## src/rtl/etp_ram.sv

```systemverilog
// generic single write, single read ram with registered read
`timescale 1ns / 1ps
`default_nettype none
module etp_ram #(
    parameter int WIDTH = 8,
    parameter int DEPTH = 16,
    parameter int AW    = (DEPTH > 1) ? $clog2(DEPTH) : 1
) (
    input  wire logic             i_clk,
    input  wire logic             i_we,
    input  wire logic [AW-1:0]    i_waddr,
    input  wire logic [WIDTH-1:0] i_wdata,
    input  wire logic [AW-1:0]    i_raddr,
    output logic      [WIDTH-1:0] o_rdata
);
    logic [WIDTH-1:0] r_mem [DEPTH];

    always_ff @(posedge i_clk) begin
        if (i_we) begin
            r_mem[i_waddr] <= i_wdata;
        end
        o_rdata <= r_mem[i_raddr];
    end
endmodule
`default_nettype wire

```

## config.mk

```make
export PLATFORM = sky130hd
export DESIGN_NAME = etp_ram
export DESIGN_NICKNAME = d
export VERILOG_FILES = /design/src/rtl/etp_ram.sv
export SDC_FILE = /design/constraint.sdc
export NUM_CORES = 1
export LEC_CHECK = 0
export BUFFER_PORTS_ARGS = -buffer_cell sky130_fd_sc_hd__buf_2
export CORE_MARGIN = 4
export CORE_UTILIZATION = 45
export CTS_BUF_LIST = sky130_fd_sc_hd__clkbuf_8
export DETAILED_ROUTE_END_ITERATION = 7
export SLEW_MARGIN = 20
export SYNTH_ARGS = -nofsm -noshare
export SYNTH_HDL_FRONTEND = slang
export SYNTH_SLANG_ARGS = --single-unit
```

## constraint.sdc

```tcl
create_clock -name i_clk -period 4 [get_ports i_clk]
set_clock_uncertainty 0.15 [all_clocks]
set_input_delay 1 -clock i_clk [delete_from_list [all_inputs] [get_ports i_clk]]
set_output_delay 1 -clock i_clk [all_outputs]
set_load 0.1 [all_outputs]
```

==> impl_results.md <==
- Setup_tns: 0 ps
- First-pass GRT wire length: 14.7 mm
- Syn Inst Count: 229
- Area growth syn-to-layout: 11.7%
- Worst-case reg-to-reg path depth: 3
- Max VDD drop: 0.186 mV
- Synth area leader: edfxtp_1
- Buffers on Ports: 25
- GR Overflow Total: 0
- Syn_nets: 247
- Yosys top cell area share: 74.7%
- Status: complete, no violations
- Initial core utilization: 46.7%
- DP Wirelength: 5.94 mm
- Slew of the pin with the lowest slew margin: 923 ps
- Postcts setup bufs: 0
- Final worst-path cycle share: 61.7%
- Max-cap viol count: 0
- TritonCTS Sinks: 136
- Final setup viols: 0
- Post-route cell area: 0.00575 mm2
- DR vias/cell: 5.41
- Worst-path clk slew: 60 ps
- CP arrival: 2610 ps
- GPL Wtd Cong: 0.719
- Drt drc: 0
- TritonCTS clock tree: yes
- Critical path required time: 4140 ps
- Synth top area cells: edfxtp_1, mux4_2, mux4_1
- Drt pass-1 iters: 4
- DR iter-0 viols: 157
- Hold_buf cts: 0
- Register area share after synthesis: 77.8%
- Fin crit period: 2470 ps
- H-tree depth: 4
- Startpoint Class: primary input
- Initial antenna violation count: 0
- Die X: 115 um
- I/O pin cnt: 26
- Vias in the first global route: 2,489
- Pin count of the biggest net entering global routing: 33
- All-Layer GR Usage: 15.9%
- Row count: 38
- Layout cells sized above 1: 26.5%
- FMAX: 0.405 GHz
- Placed instance area: 0.00541 mm2
- Worst min path class: register to register
- Cts repair resizes: 0
- Vias after detailed routing: 2,290
- CTS max path bufs: 2
- Final WL: 9.50 mm
- Core footprint: 0.0110 mm2
- Setup Crit Path Kind: primary input to register
- Final hold viol count: 0
- Mapped Area: 0.00515 mm2
- NumNets Final: 288
- Fin. max-slew vios: 0
- # diodes: 0
- Max-slew headroom: 38.2%
- Crit. End Element: register
- Ys Warns: 0
- Worst Hold Depth: 3
- Clock Latency Late Sink: 420 ps
- Die Ht: 115 um
- RSZ-0062 raised after global routing: no
- Yosys cell types: 19
- CTS buffer count: 17
- P per Cell Area: 476 mW/mm2
- Post-route ant nets: 0
- FF+latch count, synth: 136
- Syn_area_per_cell: 22.5 um2
- Routed WL per cell: 22.4 um
- LEAKAGE: 1.94 nW
- CTS Root Cell: clkbuf_8
- Crit-path max FO: 14
- Die area: 0.0132 mm2
-- cell usage in the layout, fill, tap and decap left out --
cell type / Yosys / routed
mux4_1: 14 / 14
nor2b_1: 1 / 1
buf_4: 1 / 7
mux4_2: 18 / 18
a22oi_1: 16 / 16
and2_1: 1 / 1
nand3_1: 1 / 1
dfxtp_1: 8 / 8
inv_1: 0 / 8
nor3_1: 4 / 4
edfxtp_1: 128 / 128
clkinv_2: 0 / 3
nand2b_1: 2 / 2
and2b_1: 1 / 1
nand2_1: 9 / 9
clkbuf_8: 0 / 21
or3b_2: 1 / 1
buf_2: 3 / 25
nand3b_1: 2 / 2
nor2_1: 13 / 13
-- synthesized netlist by cell type --
| cell | n |
|---|---|
| buf_4 | 1 |
| clkdlybuf4s25_2 | 3 |
| buf_6 | 3 |
| mux4_2 | 18 |
| or3b_2 | 1 |
| a22oi_1 | 16 |
| buf_2 | 3 |
| nand2_1 | 9 |
| mux4_1 | 14 |
| nor2_1 | 13 |
| and2b_1 | 1 |
| nand2b_1 | 2 |
| dfxtp_1 | 8 |
| edfxtp_1 | 128 |
| nand3b_1 | 2 |
| nor2b_1 | 1 |
| and2_1 | 1 |
| nand3_1 | 1 |
| nor3_1 | 4 |
-- layer usage --
layer	share of wire, %	GRT usage (%)	vias up
li1	-	-	1051
met1	44	20.5	1185
met2	52	25.7	52
met3	3.6	4.53	2
met4	0.57	6.34	0
met5	0	0	-
-- worst paths after layout --
path                    start          to  slack (ps)
hold / removal    r_mem[7][2]  o_rdata[2]         510
setup / recovery   i_raddr[0]  o_rdata[5]        1530
setup reg to reg  r_mem[9][5]  o_rdata[5]        2480
hold reg to reg   r_mem[7][2]  o_rdata[2]         510
-- report_power, final --
part	internal (mW)	switching, mW	total, mW
Sequential	1.59	0.00966	1.60
Clock	0.473	0.454	0.927
Combinational	0.0588	0.148	0.206
Total	2.12	0.611	2.74
-- cells by family after synthesis --
family | after synthesis | share of synthesized area, %
flip-flops | 136 | 77.8
AND/OR/NAND/NOR | 35 | 3.18
multiplexers | 32 | 15.0
AO/OA/AOI/OAI | 16 | 2.33
buffers and inverters | 10 | 1.68
-- worst max-delay path: stages --
cell and delay [ps]:
buf_2 360, buf_4 300, mux4_1 570, a22oi_1 280, nand2_1 100
-- final cells by class --
| type | count | area (um2) |
|---|---|---|
| flip-flops and latches | 136 | 4000 |
| clock buffers | 21 | 289 |
| repair buffers | 32 | 178 |
| well taps | 140 | 175 |
| fillers | 900 | 5280 |
| clock inverters | 11 | 45.0 |
| multi-input cells | 83 | 1060 |
-- sequential cells by signal (all words and copies together), names as in the netlist --
signal   count
r_mem      128
o_rdata      8
-- metrics by stage --
step / setup WS [ps] / std cells / util [%] / power (mW) / hold slack (ps)
floorplan: 1360 / 229 / - / 1.78 / 479
global placement: 1060 / 391 / 49.1 / 1.84 / 498
detailed placement: 1050 / 391 / 49.1 / 1.84 / 504
CTS: 1510 / 423 / 52.1 / 2.76 / 516
global route: 1390 / 423 / 52.1 / 2.84 / 546
finish: 1530 / 423 / 52.1 / 2.74 / 506
Power figures use the tool's default switching activity.
