[config.mk]
export PLATFORM = sky130hd
export DESIGN_NAME = etp_div
export DESIGN_NICKNAME = d
export VERILOG_FILES = /design/src/rtl/etp_pkg.sv /design/src/rtl/etp_div.sv
export SDC_FILE = /design/constraint.sdc
export NUM_CORES = 1
export LEC_CHECK = 0
export ABC_AREA = 1
export BUFFER_PORTS_ARGS = -buffer_cell sky130_fd_sc_hd__buf_4
export CORE_MARGIN = 1
export CORE_UTILIZATION = 40
export DETAILED_ROUTE_END_ITERATION = 8
export PLACE_DENSITY = 0.67
export RECOVER_POWER = 100
export SYNTH_ARGS = -nofsm -noshare
export SYNTH_HDL_FRONTEND = slang
export SYNTH_SLANG_ARGS = --single-unit
[constraint.sdc]
create_clock -name i_clk -period 14.9 [get_ports i_clk]
set_input_delay 0 -clock i_clk [delete_from_list [all_inputs] [get_ports i_clk]]
set_output_delay 0 -clock i_clk [all_outputs]
set_load 0.005 [all_outputs]
[src/rtl/etp_pkg.sv]
// package: shared constants and types for the edge trace locality profiler
`timescale 1ns / 1ps
`default_nettype none
package etp_pkg;
    localparam int MAX_VERTICES_DEF = 65536;
    localparam int LANE_WIDTH_DEF   = 16;

    localparam int VTX_W    = 16;
    localparam int EID_W    = 32;
    localparam int CNT_W    = 32;
    localparam int SUM_W    = 64;
    localparam int VCNT_W   = 17;
    localparam int WIN_W    = 16;
    localparam int PCT_W    = 23;
    localparam int CFG_W    = 17;
    localparam int DIV_N_W  = 64;
    localparam int DIV_D_W  = 32;
    localparam int DIV_C_W  = 7;

    localparam logic [CNT_W-1:0] PACK_SAT = '1;
    localparam logic [6:0]       PCT_SCALE = 7'd100;
    localparam logic [WIN_W-1:0] WINDOW_RESET = 16'd4096;
    localparam logic [VCNT_W-1:0] VCOUNT_RESET = 17'd1;

    typedef enum logic {
        REG_VERTEX_COUNT = 1'b0,
        REG_REUSE_WINDOW = 1'b1
    } t_reg_idx;

    typedef enum logic [5:0] {
        S_CLEAR  = 6'b000001,
        S_IDLE   = 6'b000010,
        S_UPDATE = 6'b000100,
        S_DSET   = 6'b001000,
        S_DWAIT  = 6'b010000,
        S_OUT    = 6'b100000
    } t_state;

    typedef enum logic [2:0] {
        OP_VS   = 3'd0,
        OP_GS   = 3'd1,
        OP_DS   = 3'd2,
        OP_PACK = 3'd3,
        OP_VP   = 3'd4,
        OP_GP   = 3'd5,
        OP_DP   = 3'd6
    } t_div_op;

    typedef struct packed {
        logic               start;
        logic [DIV_N_W-1:0] dividend;
        logic [DIV_D_W-1:0] divisor;
    } t_div_req;

    typedef struct packed {
        logic               done;
        logic [DIV_N_W-1:0] quotient;
    } t_div_rsp;
endpackage
`default_nettype wire

[src/rtl/etp_div.sv]
// radix-2 restoring divider, one quotient bit per cycle
`timescale 1ns / 1ps
`default_nettype none
module etp_div (
    input  wire logic               i_clk,
    input  wire logic               i_rst_n,
    input  wire etp_pkg::t_div_req  i_req,
    output etp_pkg::t_div_rsp       o_rsp
);
    import etp_pkg::*;

    logic [DIV_N_W-1:0] r_q;
    logic [DIV_D_W:0]   r_rem;
    logic [DIV_D_W-1:0] r_den;
    logic [DIV_C_W-1:0] r_cnt;
    logic               r_busy;
    logic               r_done;
    logic [DIV_D_W:0]   w_sh;
    logic               w_ge;

    assign w_sh = {r_rem[DIV_D_W-1:0], r_q[DIV_N_W-1]};
    assign w_ge = w_sh >= {1'b0, r_den};

    always_ff @(posedge i_clk) begin
        if (!i_rst_n) begin
            r_busy <= 1'b0;
            r_done <= 1'b0;
            r_cnt  <= '0;
        end else begin
            r_done <= 1'b0;
            if (i_req.start) begin
                r_busy <= 1'b1;
                r_cnt  <= '0;
                r_q    <= i_req.dividend;
                r_den  <= i_req.divisor;
                r_rem  <= '0;
            end else if (r_busy) begin
                r_rem <= w_ge ? (w_sh - {1'b0, r_den}) : w_sh;
                r_q   <= {r_q[DIV_N_W-2:0], w_ge};
                r_cnt <= r_cnt + 1'b1;
                if (r_cnt == DIV_C_W'(DIV_N_W - 1)) begin
                    r_busy <= 1'b0;
                    r_done <= 1'b1;
                end
            end
        end
    end

    assign o_rsp.done     = r_done;
    assign o_rsp.quotient = r_q;
endmodule
`default_nettype wire

==> key figures <==
GRT
  – Vias in the first global route: 7834
  – Total global-route track usage: 22.09%
  – First-pass GRT wire length: 38270 um
  – Initial antenna violation count: 0
  – GRT overflow: 0
  – Largest net degree at the start of global routing: 97

Run
  – Max Cap Viol: 6

Detailed routing
  – Via/cell ratio: 4.598
  – # DRC: 0
  – DRT antenna net count: 0
  – Initial DRC Count: 392
  – Routed len/inst: 13.81 um
  – Vias: 7799
  – Drt pass-1 iters: 5
  – WL final: 23420 um

Synth
  – Synth warn: 0
  – Largest family of logic cells by synthesized area: simple AND/OR/NAND/NOR gates
  – Mux share of post-synthesis cell area: 0%
  – Number of synthesized register bits: 137
  – Post-synthesis sequential area ratio: 46.35%
  – Cells after Synth: 1151
  – Simple-gate share of the synthesized area: 35.11%
  – Synth cell types: 37
  – Syn Nets: 1284
  – Compound-Gate Fraction of Synth Area: 1.355%
  – Post-Synth XOR/XNOR Area: 1.513%
  – Mean Syn Cell Area: 7.543 um2
  – Adder-cell share of the synthesized area: 4.986%
  – Mapped Area: 8682 um2

Timing
  – Final clock skew: 0.01670 ns
  – Final worst setup slack: 7.481 ns
  – Slew Viols, Final: 324
  – F_max: 0.1348 GHz
  – Final min period: 7.419 ns
  – Final hold vios: 0
  – Worst Max-Slew Pin Slew: 4.300 ns
  – Period utilisation layout: 49.79%
  – Final number of setup-violating endpoints: 0
  – Unrepaired setup endpoints after global routing: false
  – Setup tns final: 0 ns
  – Max-Slew Margin vs Limit: -186.7%

Power
  – Leakage: 5.856 nW
  – Power density over the cells: 104.5 nW/um2
  – VDD IR max: 81.32 uV

Final layout
  – Most frequent cells in the layout: 496 x nand2_1, 197 x inv_1, 128 x edfxtp_1
  – # nets final: 1541
  – Area Growth Syn to Fin: 33.52%
  – Number of diodes: 0
  – Share of layout cells above drive strength 1: 16.33%
  – Most common cell after layout, fill and taps aside: nand2_1

Clock network
  – Clk slew on worst S/H paths: 0.06 ns
  – CTS sink cnt: 137
  – Max clock buf depth: 2
  – Root buffer cell: clkbuf_16
  – Post-CTS Setup Inserts: 0
  – Num CTS Buffers: 17
  – Clock Latency Late Sink: 0.44 ns
  – H-tree levels: 4
  – CTS tree: yes

Worst setup path
  – Req. time, crit path: 14.85 ns
  – CP peak stage delay: 2.68 ns
  – Crit path top cell by count: clkbuf_1
  – Top delay family on crit path: buffers and inverters
  – Crit path capture type: register
  – Worst path bufs/invs: 3
  – Worst Setup Start Kind: input port
  – Crit-path max FO: 68
  – Crit path DAT: 7.37 ns
  – Critical path class: input port to register
  – Crit-path slowest cell: clkbuf_1
  – Critical-path cell list: clkbuf_1 -> inv_1 -> a21oi_1 -> clkbuf_1

Place
  – Placer Congestion: 0.9120
  – DP Worst Slack: 12.06 ns
  – Port Buffers: 163
  – DPL Wire Length: 16210 um

Die
  – DIE AREA: 22300 um2
  – DIE WIDTH: 149.3 um
  – Die Y: 149.3 um
  – Rows: 53
  – Ports: 164
  – Core Area: 21150 um2
  – Initial Util: 41.04%

Run status
  – Status: complete, but fails checks
  – Failing checks: capacitance limit, slew limit

Min path
  – Worst hold path type: input port to register
## registers in the layout (all words and copies together) (netlist names)
register and cells:
r_rem 32, r_cnt 7, r_done 1, r_den 32
r_busy 1, r_q 64
## report_power, final
group | switching [mW] | internal (mW) | leakage [nW]
Sequential | 0.0142 | 0.459 | 1.30
Combinational | 0.177 | 0.121 | 4.26
Clock | 0.199 | 0.241 | 0.298
## cells by family (layout without fill, tap and decap cells)
family,count (synthesis),count (layout)
AOI/OAI and AO/OA,23,23
DFF,137,137
buffers and inverters,233,503
and+or+nand+nor,709,709
adders and majority gates,34,34
xor gates and xnor gates,15,15
## per-stage QoR
stage	hold WS, ns	total power [mW]	std cells	utilization (%)	instance area, um2
floorplan	0.09887	0.6721	1151	-	8682
CTS	0.1897	1.220	1696	55.33	11700
global placement	0.1788	0.7543	1567	47.92	10140
detailed placement	0.1794	0.7583	1567	47.92	10140
finish	0.3046	1.212	1696	54.80	11590
global route	0.3052	1.277	1696	54.80	11590
## synthesized netlist by cell type
cell,count,share of area [%]
and2_1,6,0.43
nand3_1,28,1.6
nand2_1,496,21
nand2_8,1,0.23
buf_1,2,0.087
nand3_4,1,0.20
nand3_2,22,2.5
or2_2,1,0.072
nand3b_1,4,0.35
buf_6,5,0.65
inv_1,196,8.5
and3_1,1,0.072
nand2_2,10,0.72
fa_1,1,0.23
buf_4,3,0.26
nor4_1,1,0.072
nor3_1,8,0.46
clkinv_1,3,0.13
buf_2,4,0.23
ha_1,33,4.8
nor2_2,10,0.72
nor3b_1,2,0.17
nor2_8,1,0.23
clkbuf_1,11,0.48
nor2_4,4,0.52
o21bai_1,1,0.087
o21ai_0,3,0.17
nand4_1,7,0.50
edfxtp_1,128,44
xnor2_1,1,0.10
nand2_4,2,0.26
o21ai_1,1,0.058
dfxtp_1,9,2.1
a21oi_1,18,1.0
xor2_1,14,1.4
nor2_1,104,4.5
inv_2,9,0.39
## worst paths after layout
| check | from | endpoint | slack [ns] | cells past startpoint |
|---|---|---|---|---|
| hold / removal | i_req[25] | r_den[25] | 0.30 | 2 |
| setup / recovery | i_req[96] | r_rem[20] | 7.48 | 4 |
| setup reg to reg | r_busy | r_rem[20] | 8.87 | 3 |
| hold reg to reg | r_cnt[1] | r_cnt[1] | 0.49 | 2 |
## final cells by class
type / instances / area (um2)
repair buffers: 263 / 2120
multi-input cells: 781 / 3727
clock buffers: 17 / 425.4
fillers: 1972 / 9562
well taps: 275 / 344.1
clock inverters: 15 / 171.4
flip-flops and latches: 137 / 4024
inverters: 208 / 780.7
## what timing repair did
action	in CTS	in global routing
endpoints found under the hold margin	100	0
gates resized for setup	0	0
hold buffers	97	0
## layer usage
metal,track usage (%),up-vias,wire length [um]
li1,-,4033,-
met1,26.78,3506,10280
met2,38.81,235,11510
met3,4.557,25,1216
met4,7.296,0,421
met5,0,-,0
Note: power is estimated with default switching activity, not from simulation.
